**src/rtl/sha_pkg.sv**
```systemverilog
// Shared types, constants and round functions for the SHA-256 hasher.
package sha_pkg;

  localparam int unsigned QDepth = 4;
  localparam int unsigned QAw = $clog2(QDepth);

  // Word handed from the byte front end to the compression back end.
  typedef struct packed {
    logic [7:0] data;
    logic       has_byte;
    logic       last;
  } sha_item_t;

  typedef enum logic [2:0] {
    ST_IDLE,
    ST_PAD,
    ST_LEN,
    ST_ROUND,
    ST_ADD,
    ST_OUT
  } sha_state_e;

  localparam logic [7:0] PadByte = 8'h80;

  localparam logic [31:0] InitH [8] = '{
    32'h6a09e667, 32'hbb67ae85, 32'h3c6ef372, 32'ha54ff53a,
    32'h510e527f, 32'h9b05688c, 32'h1f83d9ab, 32'h5be0cd19
  };

  localparam logic [31:0] RoundK [64] = '{
    32'h428a2f98, 32'h71374491, 32'hb5c0fbcf, 32'he9b5dba5, 32'h3956c25b, 32'h59f111f1,
    32'h923f82a4, 32'hab1c5ed5, 32'hd807aa98, 32'h12835b01, 32'h243185be, 32'h550c7dc3,
    32'h72be5d74, 32'h80deb1fe, 32'h9bdc06a7, 32'hc19bf174, 32'he49b69c1, 32'hefbe4786,
    32'h0fc19dc6, 32'h240ca1cc, 32'h2de92c6f, 32'h4a7484aa, 32'h5cb0a9dc, 32'h76f988da,
    32'h983e5152, 32'ha831c66d, 32'hb00327c8, 32'hbf597fc7, 32'hc6e00bf3, 32'hd5a79147,
    32'h06ca6351, 32'h14292967, 32'h27b70a85, 32'h2e1b2138, 32'h4d2c6dfc, 32'h53380d13,
    32'h650a7354, 32'h766a0abb, 32'h81c2c92e, 32'h92722c85, 32'ha2bfe8a1, 32'ha81a664b,
    32'hc24b8b70, 32'hc76c51a3, 32'hd192e819, 32'hd6990624, 32'hf40e3585, 32'h106aa070,
    32'h19a4c116, 32'h1e376c08, 32'h2748774c, 32'h34b0bcb5, 32'h391c0cb3, 32'h4ed8aa4a,
    32'h5b9cca4f, 32'h682e6ff3, 32'h748f82ee, 32'h78a5636f, 32'h84c87814, 32'h8cc70208,
    32'h90befffa, 32'ha4506ceb, 32'hbef9a3f7, 32'hc67178f2
  };

  function automatic logic [31:0] rotr(input logic [31:0] x, input int unsigned n);
    rotr = (x >> n) | (x << (32 - n));
  endfunction

  function automatic logic [31:0] small_sig0(input logic [31:0] x);
    small_sig0 = rotr(x, 7) ^ rotr(x, 18) ^ (x >> 3);
  endfunction

  function automatic logic [31:0] small_sig1(input logic [31:0] x);
    small_sig1 = rotr(x, 17) ^ rotr(x, 19) ^ (x >> 10);
  endfunction

  function automatic logic [31:0] big_sig0(input logic [31:0] x);
    big_sig0 = rotr(x, 2) ^ rotr(x, 13) ^ rotr(x, 22);
  endfunction

  function automatic logic [31:0] big_sig1(input logic [31:0] x);
    big_sig1 = rotr(x, 6) ^ rotr(x, 11) ^ rotr(x, 25);
  endfunction

endpackage

```
**src/rtl/sha_queue.sv**
```systemverilog
// Short word queue between the byte front end and the compression back end.
module sha_queue
  import sha_pkg::*;
(
  input  logic      clk_i,
  input  logic      rst_ni,
  input  logic      wr_valid_i,
  output logic      wr_ready_o,
  input  sha_item_t wr_item_i,
  output logic      rd_valid_o,
  input  logic      rd_ready_i,
  output sha_item_t rd_item_o
);

  sha_item_t        mem_q [QDepth];
  logic [QAw-1:0]   wp_q, rp_q;
  logic [QAw:0]     cnt_q;
  logic             push, pop;

  assign wr_ready_o = (cnt_q != (QAw+1)'(QDepth));
  assign rd_valid_o = (cnt_q != '0);
  assign rd_item_o  = mem_q[rp_q];
  assign push = wr_valid_i && wr_ready_o;
  assign pop  = rd_valid_o && rd_ready_i;

  always_ff @(posedge clk_i) begin
    if (push) mem_q[wp_q] <= wr_item_i;
  end

  always_ff @(posedge clk_i or negedge rst_ni) begin
    if (!rst_ni) begin
      wp_q  <= '0;
      rp_q  <= '0;
      cnt_q <= '0;
    end else begin
      if (push) wp_q <= wp_q + 1'b1;
      if (pop)  rp_q <= rp_q + 1'b1;
      cnt_q <= cnt_q + (QAw+1)'(push) - (QAw+1)'(pop);
    end
  end

endmodule

```
**src/rtl/sha_core.sv**
```systemverilog
// Back end: block assembly, padding, 64-round compression and digest output.
module sha_core
  import sha_pkg::*;
(
  input  logic        clk_i,
  input  logic        rst_ni,
  input  logic        in_valid_i,
  output logic        in_ready_o,
  input  sha_item_t   in_item_i,
  output logic        out_valid_o,
  input  logic        out_ready_i,
  output logic [31:0] digest_word_o,
  output logic [2:0]  word_index_o,
  output logic        last_word_o
);

  sha_state_e  state_q, state_d;
  logic [31:0] h_q [8];
  logic [31:0] v_q [8];
  logic [31:0] w_q [16];   // sliding schedule window, also the block buffer
  logic [5:0]  fill_q;
  logic [63:0] len_q;
  logic [5:0]  rnd_q;
  logic        final_q;    // block being compressed ends the message
  logic        pend_q;     // message closed on the byte that filled the block
  logic [2:0]  oidx_q;

  logic        take;
  logic [5:0]  fill_n;
  logic [31:0] w_new, t1, t2;

  assign in_ready_o    = (state_q == ST_IDLE);
  assign take          = in_valid_i && in_ready_o;
  assign fill_n        = fill_q + 6'd1;
  assign out_valid_o   = (state_q == ST_OUT);
  assign digest_word_o = h_q[oidx_q];
  assign word_index_o  = oidx_q;
  assign last_word_o   = (oidx_q == 3'd7);

  assign w_new = small_sig1(w_q[14]) + w_q[9] + small_sig0(w_q[1]) + w_q[0];
  assign t1 = v_q[7] + big_sig1(v_q[4]) + ((v_q[4] & v_q[5]) ^ (~v_q[4] & v_q[6]))
            + RoundK[rnd_q] + w_q[0];
  assign t2 = big_sig0(v_q[0]) + ((v_q[0] & v_q[1]) ^ (v_q[0] & v_q[2]) ^ (v_q[1] & v_q[2]));

  always_comb begin
    state_d = state_q;
    unique case (state_q)
      ST_IDLE: begin
        if (take) begin
          if (in_item_i.has_byte && fill_n == 6'd0) state_d = ST_ROUND;
          else if (in_item_i.last) state_d = ST_PAD;
        end
      end
      ST_PAD: begin
        if (fill_q >= 6'd56) state_d = ST_ROUND;
        else state_d = ST_LEN;
      end
      ST_LEN:   state_d = ST_ROUND;
      ST_ROUND: if (rnd_q == 6'd63) state_d = ST_ADD;
      ST_ADD: begin
        if (final_q) state_d = ST_OUT;
        else if (fill_q != 6'd0) state_d = ST_LEN;   // pad spilled into a second block
        else if (pend_q) state_d = ST_PAD;           // pad goes into a fresh block
        else state_d = ST_IDLE;
      end
      ST_OUT: if (out_ready_i && oidx_q == 3'd7) state_d = ST_IDLE;
      default: state_d = ST_IDLE;
    endcase
  end

  always_ff @(posedge clk_i or negedge rst_ni) begin
    if (!rst_ni) state_q <= ST_IDLE;
    else state_q <= state_d;
  end

  always_ff @(posedge clk_i or negedge rst_ni) begin
    if (!rst_ni) begin
      h_q     <= InitH;
      fill_q  <= '0;
      len_q   <= '0;
      rnd_q   <= '0;
      final_q <= 1'b0;
      pend_q  <= 1'b0;
      oidx_q  <= '0;
    end else begin
      unique case (state_q)
        ST_IDLE: begin
          rnd_q <= '0;
          v_q   <= h_q;
          if (take) begin
            final_q <= in_item_i.last;
            pend_q  <= 1'b0;
            if (in_item_i.has_byte) begin
              w_q[fill_q[5:2]][8*(3-fill_q[1:0]) +: 8] <= in_item_i.data;
              fill_q <= fill_n;
              len_q  <= len_q + 64'd8;
              if (fill_n == 6'd0) begin
                final_q <= 1'b0;
                pend_q  <= in_item_i.last;
              end
            end
          end
        end
        ST_PAD: begin
          // append the marker byte and zero the rest of its word and block
          pend_q <= 1'b0;
          for (int i = 0; i < 16; i++) begin
            if (4'(i) > fill_q[5:2]) w_q[i] <= '0;
          end
          for (int b = 0; b < 4; b++) begin
            if (2'(b) == fill_q[1:0]) w_q[fill_q[5:2]][8*(3-b) +: 8] <= PadByte;
            else if (2'(b) > fill_q[1:0]) w_q[fill_q[5:2]][8*(3-b) +: 8] <= 8'h00;
          end
          if (fill_q >= 6'd56) begin
            final_q <= 1'b0;
            fill_q  <= 6'd1;   // marks a second, length-only block
          end else begin
            fill_q <= '0;
          end
        end
        ST_LEN: begin
          if (fill_q != 6'd0) begin
            for (int i = 0; i < 14; i++) w_q[i] <= '0;
          end
          w_q[14] <= len_q[63:32];
          w_q[15] <= len_q[31:0];
          fill_q  <= '0;
          final_q <= 1'b1;
          v_q     <= h_q;
          rnd_q   <= '0;
        end
        ST_ROUND: begin
          v_q[7] <= v_q[6];
          v_q[6] <= v_q[5];
          v_q[5] <= v_q[4];
          v_q[4] <= v_q[3] + t1;
          v_q[3] <= v_q[2];
          v_q[2] <= v_q[1];
          v_q[1] <= v_q[0];
          v_q[0] <= t1 + t2;
          for (int i = 0; i < 15; i++) w_q[i] <= w_q[i+1];
          w_q[15] <= w_new;
          rnd_q <= rnd_q + 6'd1;
        end
        ST_ADD: begin
          for (int i = 0; i < 8; i++) h_q[i] <= h_q[i] + v_q[i];
          oidx_q <= '0;
          v_q <= v_q;
        end
        ST_OUT: begin
          if (out_ready_i) begin
            oidx_q <= oidx_q + 3'd1;
            if (oidx_q == 3'd7) begin
              h_q    <= InitH;
              len_q  <= '0;
              fill_q <= '0;
            end
          end
        end
        default: ;
      endcase
    end
  end

endmodule

```
**src/rtl/sha256_hasher_top.sv**
```systemverilog
// Top level of the SHA-256 hasher: byte queue in front of the compression core.
//
// Input channel: one word per item carrying data_byte_i, has_byte_i and last_i,
// under valid_i/ready_o. A word with has_byte_i appends a byte; a word with
// last_i closes the message (an empty message is allowed).
// Output channel: eight digest words, index 0 first, last_word_o on index 7,
// under out_valid_o/out_ready_i.
// The core takes byte words only while idle; a four-deep queue absorbs
// bursts. Every 64th byte starts the round loop and then the chaining add,
// during which the core takes no bytes; the sustained rate is set by the
// single shared round unit. A closing word adds one or two blocks of
// padding before the digest.
// Reset loads the initial hash values and clears length and fill count.
// While the receiver stalls the digest words hold, the core stops, and the
// queue fills and then drops ready_o.
module sha256_hasher_top
  import sha_pkg::*;
(
  input  logic        clk_i,
  input  logic        rst_ni,
  input  logic        valid_i,
  output logic        ready_o,
  input  logic [7:0]  data_byte_i,
  input  logic        has_byte_i,
  input  logic        last_i,
  output logic        out_valid_o,
  input  logic        out_ready_i,
  output logic [31:0] digest_word_o,
  output logic [2:0]  word_index_o,
  output logic        last_word_o
);

  sha_item_t in_item, q_item;
  logic      q_valid, q_ready;

  assign in_item = '{data: data_byte_i, has_byte: has_byte_i, last: last_i};

  sha_queue u_queue (
    .clk_i, .rst_ni,
    .wr_valid_i (valid_i),
    .wr_ready_o (ready_o),
    .wr_item_i  (in_item),
    .rd_valid_o (q_valid),
    .rd_ready_i (q_ready),
    .rd_item_o  (q_item)
  );

  sha_core u_core (
    .clk_i, .rst_ni,
    .in_valid_i   (q_valid),
    .in_ready_o   (q_ready),
    .in_item_i    (q_item),
    .out_valid_o,
    .out_ready_i,
    .digest_word_o,
    .word_index_o,
    .last_word_o
  );

endmodule

```
**config.mk**
```make
export PLATFORM = sky130hd
export DESIGN_NAME = sha256_hasher_top
export DESIGN_NICKNAME = d
export VERILOG_FILES = /design/src/rtl/sha_pkg.sv /design/src/rtl/sha_queue.sv /design/src/rtl/sha_core.sv /design/src/rtl/sha256_hasher_top.sv
export SDC_FILE = /design/constraint.sdc
export NUM_CORES = 2
export LEC_CHECK = 0
export ABC_AREA = 1
export BUFFER_PORTS_ARGS = -buffer_cell sky130_fd_sc_hd__buf_4
export CORE_UTILIZATION = 30
export DETAILED_ROUTE_END_ITERATION = 8
export SLEW_MARGIN = 20
export SYNTH_ARGS = -nofsm -noshare
export SYNTH_HDL_FRONTEND = slang
export SYNTH_SLANG_ARGS = --single-unit
```
**constraint.sdc**
```tcl
create_clock -name clk_i -period 19 [get_ports clk_i]
set_input_delay 3.8 -clock clk_i [delete_from_list [all_inputs] [get_ports clk_i]]
set_output_delay 3.8 -clock clk_i [all_outputs]
set_load 0.02 [all_outputs]
```
# Word level (Yosys, flattened, before mapping)
# Memory sizes are Yosys's and may differ from the RTL's.
# Index checks and enable logic that the tools add are counted.
[classes] addsub=28 n_lt_le_gt_ge=23 n_eq_ne=19 shift=2 mux=230 n_bitwise=125 n_reduce_logical=53
[ops] operator="32-bit 2-to-1 mux" count=39
[ops] operator="256-bit one-hot mux with 2 select lines" count=2
[ops] operator="32-bit adder" count=18
[ops] operator="256-bit 2-to-1 mux" count=2
[ops] operator="32-bit bitwise XOR" count=9
[ops] operator="64-bit 2-to-1 mux" count=4
[ops] operator="1-bit 2-to-1 mux" count=162
[ops] operator="32-bit bitwise AND" count=5
[ops] operator="64-bit one-hot mux with 2 select lines" count=1
[ops] operator="32-bit binary-select mux with 3-bit select" count=1
[ops] operator="1-bit OR" count=96
[ops] operator="64-bit by 4-bit adder with 64-bit output, second input constant" count=1
[ops] operator="32-bit negation with 34-bit output" count=1
[ops] operator="8-bit by 34-bit variable shift with 32-bit output, first input constant" count=1
[ops] operator="8-bit by 34-bit variable part select with 32-bit output" count=1
[ops] operator="4-bit > comparator, first input constant" count=8
[ops] operator="1-bit logical AND" count=32
[ops] operator="32-bit inverter" count=1
[ops] operator="10-bit by 32-bit OR with 32-bit output" count=1
[ops] operator="13-bit by 32-bit OR with 32-bit output" count=1
[ops] operator="14-bit by 32-bit OR with 32-bit output" count=1
[ops] operator="15-bit by 32-bit OR with 32-bit output" count=1
[ops] operator="19-bit by 32-bit OR with 32-bit output" count=1
[ops] operator="21-bit by 32-bit OR with 32-bit output" count=1
[ops] operator="other kinds (53)" count=90
[word_totals] reg_bits=603 ramBits=552 romBits=2048 input_bits=14 output_inout_bits=38 word_cells=509 mem_count=3
[memory_table] memory="(name not given)" depth=64 width=32 read_ports=1 rd_clocked_by_memory_dff=0 wr=0 line="sha_core.sv:42" source="+ RoundK[rnd_q] + w_q[0];"
[memory_table] memory="u_core.w_q" depth=16 width=32 read_ports=16 rd_clocked_by_memory_dff=0 wr=16 line="sha_core.sv:20" source="logic [31:0] w_q [16];"
[memory_table] memory="u_queue.mem_q" depth=4 width=10 read_ports=1 rd_clocked_by_memory_dff=0 wr=1 line="sha_queue.sv:15" source="sha_item_t mem_q [QDepth];"

# Depth between registers and ports, before layout
[depth] ltp_word=9 depth_mapped=46 ltp_nobuf=45

# Hierarchy
# Synthesis repeated with hierarchy kept, for this count alone.
[hier_totals] hier_cells=10484 hier_area_um2=83263.6
[modules_own_cells] mod="sha_core" instances=1 cells_each=10299 area_per_inst_um2=81245.4 seq_area_each_um2=31345.1
[modules_own_cells] mod="sha_queue" instances=1 cells_each=185 area_per_inst_um2=2018.2 seq_area_each_um2=1376.3

# Least setup slack after synthesis
# No wires, ideal clock.
[synth_timing] path_kind="input -> register" startpoint="in rst_ni" endpoint="reg u_core.v_q[0] in the netlist's numbering (enable)" setup_ps=877 t_arrival_ps=14511 required_ps=18123 setup_slack_ps=3612 path_stages=2 n_path_buf=0 path_cell_list="inv_1 nor2_1"
[synth_via] elab_chain_len=1
[synth_rtl] item="start, declared" line="sha256_hasher_top.sv:20" source="input logic rst_ni,"
[synth_rtl] item="2-bit AND reduction (no line)"
[synth_rtl] item="end signal, assigned" line="sha_core.sv:89" source="v_q <= h_q;"
[synth_rtl] item="end signal, assigned" line="sha_core.sv:129" source="v_q <= h_q;"
[synth_rtl] item="end signal, assigned" line="sha_core.sv:148" source="v_q <= v_q;"
[synth_rtl] item="end, declared" line="sha_core.sv:19" source="logic [31:0] v_q [8];"
# No other way between the ends.
# A chain may end at the register's enable or synchronous reset.

# Worst setup path after layout
[layout_timing] startpoint="reg u_core.rnd_q[1]" endpoint="reg u_core.v_q[251] in the netlist's numbering, data pin"
[layout_via] elab_chain_len=8
[layout_rtl] item="start, declared" line="sha_core.sv:23" source="logic [5:0] rnd_q;"
[layout_rtl] item="start signal, assigned" line="sha_core.sv:143" source="rnd_q <= rnd_q + 6'd1;"
[layout_rtl] item="6-bit inverter with 7-bit output (not written as such)" line="sha_core.sv:42"
[layout_rtl] item="memory read 64 x 32 bit"
[layout_rtl] item="32-bit 2-to-1 mux (not written as such) (2 in a row)" line="sha_core.sv:42"
[layout_rtl] item="32-bit adder (2 in a row)" line="sha_core.sv:42"
[layout_rtl] item="32-bit adder" line="sha_core.sv:140" source="v_q[0] <= t1 + t2;"
[layout_rtl] item="256-bit one-hot mux with 2 select lines" line="sha_core.sv:86" source="unique case (state_q)"
# No other way between the ends. The select of a mux whose other input is x is not followed.

==> impl_results.md <==
- Most common cell after layout, fill and taps aside: nand2_1
- Mean area per synthesized cell: 7.85 um2
- TritonCTS Buffers: roughly 140
- Height of the die: about 530 um
- Setup TNS: 0 ps
- Initial antenna violation count: 11
- Die area: ~280000 um2
- Synth Area in XOR/XNOR: 0.0443
- CTS max path bufs: 3
- Final setup margin: 9690 ps
- Largest net degree at the start of global routing: about 240
- Vias in the first global route: roughly 71k
- Fill count: slightly below 30k
- FFs w/ async S/R, synth: 0.299
- First-pass GRT wire length: approximately 500 mm
- RePlAce Congestion: between 1 and 1.5
- Clk root buf: clkbuf_16
- Total length of routed wires: ~340 mm
- Clk_skew: around 45 ps
- CTS tree: done
- Post-cts resize count: 0
- Later-pin clock latency in the skew report: 850 ps
- Pre-CTS WS: approximately 9900 ps
- Post-synth EDFFs: approximately 780
- Crit start category: flip-flop
- Placed cell areas: a little under 90000 um2
- Fin. Hold Viols: 0
- Synth Area in Compound Gates: 0.167
- Syn. warnings: 0
- Vias per cell: between 5 and 6
- Data arrival, critical path: a little under 10000 ps
- Top achievable clock speed: 0.107 GHz
- Core footprint: ~270000 um2
- Nets@finish: between 10k and 15k
- DR DRC count: 0
- Row cnt: approximately 190
- Worst-margin pin slew: around 1200 ps
- Cts hold-fix bufs: 0
- Largest family of logic cells by synthesized area: simple AND/OR/NAND/NOR gates
- Sink Count: roughly 1.2k
- CP required: around 20000 ps
- Critical Path End Type: flip-flop
- Met3 Track Usage GR: 0.0479
- Starting Density: 0.303
- Predominant post-synthesis flop cell: edfxtp_1
- 1st-pass router iterations: 6
- HP Class: flip-flop to flip-flop
- Synth Area in Simple Gates: 0.199
- Io pins: 52
- Sequential-to-total area share from yosys stat: 0.393
- Most frequent CP cell: nand2_1
- GRT overflow: 0
- Most Used Layer, Global Route: met2
- Multi-input logic area: about 44000 um2
- Critical Path Max Stage Delay: 790 ps
- Max-slew violations: 0
- Syn_nets: 11.2k
- Fin crit period: approximately 9300 ps
- Synth Cell Area: 83200 um2
- Synth unique cells: 72
- RSZ-0062 raised after global routing: no
- Synth Area in Adders: 0.111
- Synth area leaders: edfxtp_1 (28%), nand2_1 (11%), o21ai_0 (6.8%), dfrtp_1 (6.3%), ha_1 (6.1%)
- Syn Inst Count: approximately 11k
- Layout cells sized above 1: 0.0558
- Final setup vio count: 0
- Status: finished clean
- 1st-iter DRT viols: 9484
- Area leader, netlist: edfxtp_1
- Yosys reg bits: about 1.2k
- Layout area overhead: 10.5%
- Top cell type's share of synthesized area: 0.280
- Detailed-route wire length per cell: around 24 um
- I/O Buffers: ~50
- Commonest non-fill, non-tap cells in the layout: nand2_1 (2498), inv_1 (1327), o21ai_0 (1114), edfxtp_1 (776), nor2_1 (759)
- Max Cap Viol: 0
- M1 GR Usage: 0.327
- Crit Path Max Fanout: 17
- Grt met2 use: 0.361
- # H-tree levels: 4
- Multiplexer share of the synthesized area: 0.00341
- CTS clk-pin slew, worst paths: ~60 ps
- Post-DRT Antenna Nets: 0
- Gr usage total: 0.241
- Setup Buffers After CTS: 0
- Dpl hpwl: ~270 mm
- Die X: around 530 um
- Register area: between 30000 and 40000 um2
- Fin crit share: 0.490
- Vias post-DR: around 77k
- Rel. slew slack: 0.170
- Slowest-stage cell, CP: dfrtp_1
- Fin area: a little over 90000 um2
- Critical path class: flip-flop to flip-flop
## final timing paths
check,startpoint,end,slack [ps],depth (start not counted)
worst max-delay path,u_core.rnd_q[1]$_DFFE_PN0N_,u_core.v_q[251]$_DFFE_PP_,9690,37
worst min-delay path,u_core.h_q[224]$_DFFE_PN1P_,u_core.h_q[224]$_DFFE_PN1P_,500,2
worst max register to register,u_core.rnd_q[1]$_DFFE_PN0N_,u_core.v_q[251]$_DFFE_PP_,9690,37
worst min register to register,u_core.h_q[224]$_DFFE_PN1P_,u_core.h_q[224]$_DFFE_PN1P_,500,2
max in group asynchronous,rst_ni,u_core.len_q[13]$_DFFE_PN0P_,14250,3
min in group asynchronous,rst_ni,u_core.h_q[70]$_DFFE_PN0P_,2840,1
## synth_stat cells, types with 11 or more instances
master and count:
nor2_2 11, nor2_1 762, nor4_1 27, nand2_1 2498, or2_2 28, dfxtp_1 32
o211ai_1 35, a21boi_0 25, and3_1 13, a21o_1 44, nor3_1 117, o21a_1 42
o21ai_1 122, dfrtp_1 208, clkbuf_1 353, xnor2_1 177, mux2i_1 25, o21bai_1 49
dfstp_2 136, edfxtp_1 776, o22ai_1 136, a31oi_1 122, maj3_1 24, o21ai_0 1123
fa_1 196, a21oi_1 710, o31ai_1 15, buf_2 45, o221ai_1 20, xor2_1 244
a221oi_1 24, a22oi_1 11, inv_1 1330, ha_1 407, nand3b_1 24, inv_2 22
buf_1 32, nand4_1 106, nand3_1 438
## critical path: cells and delay by family, from the launching register on
family	cells	cell delay, ps
simple gates	15	1830
buf+inv	7	910
flops	1	790
fa+ha+maj	7	3310
xor+xnor	1	340
compound gates	7	1870
## cells by family (layout without fill, tap and decap cells)
logic type	Yosys count	count (layout)
AO/OA/AOI/OAI	2532	2532
XOR/XNOR	421	421
adder cells (fa/ha/maj)	627	627
buffers and inverters	1788	1757
flip-flops	1152	1152
multiplexers	28	28
other	0	6
AND/OR/NAND/NOR	4046	4046
## routing by layer
metal | wire length [um] | vias up
li1 | - | 35262
met3 | 33300 | 751
met4 | 19700 | 2
met2 | 147000 | 3805
met1 | 144000 | 36917
met5 | 7 | -
## per-stage QoR
stage / hold WS (ps) / std cells / utilization
after floorplan: 455 / 10594 / -
after global placement: 480 / 13990 / 0.318
after detailed placement: 490 / 13993 / 0.318
after CTS: 499 / 14248 / 0.334
after global routing: 526 / 14250 / 0.335
final: 500 / 14255 / 0.335
## registers in the layout, summed over array words and instances (netlist names)
register,flops
u_core.h_q,256
u_queue.mem_q,40
u_queue.rp_q,2
u_core.word_index_o,3
u_core.final_q,1
u_queue.cnt_q,3
u_core.state_q,3
u_core.v_q,256
u_queue.wp_q,2
u_core.rnd_q,6
u_core.fill_q,6
u_core.w_q,512
u_core.pend_q,1
u_core.len_q,61
## area by class of cell
| cell class | count | area share |
|---|---|---|
| Antenna cell | 6 | 0.000163 |
| Clock buffer | 180 | 0.0396 |
| Clock inverter | 75 | 0.0101 |
| Inverter | 1354 | 0.0554 |
| Multi-Input combinational cell | 7654 | 0.476 |
| Sequential cell | 1152 | 0.356 |
| Tap cell | 3686 | 0.0502 |
| Timing Repair Buffer | 148 | 0.0128 |
Power is not shown: default switching activity piles up to over one toggle a cycle in this logic, so the estimate is an artifact.
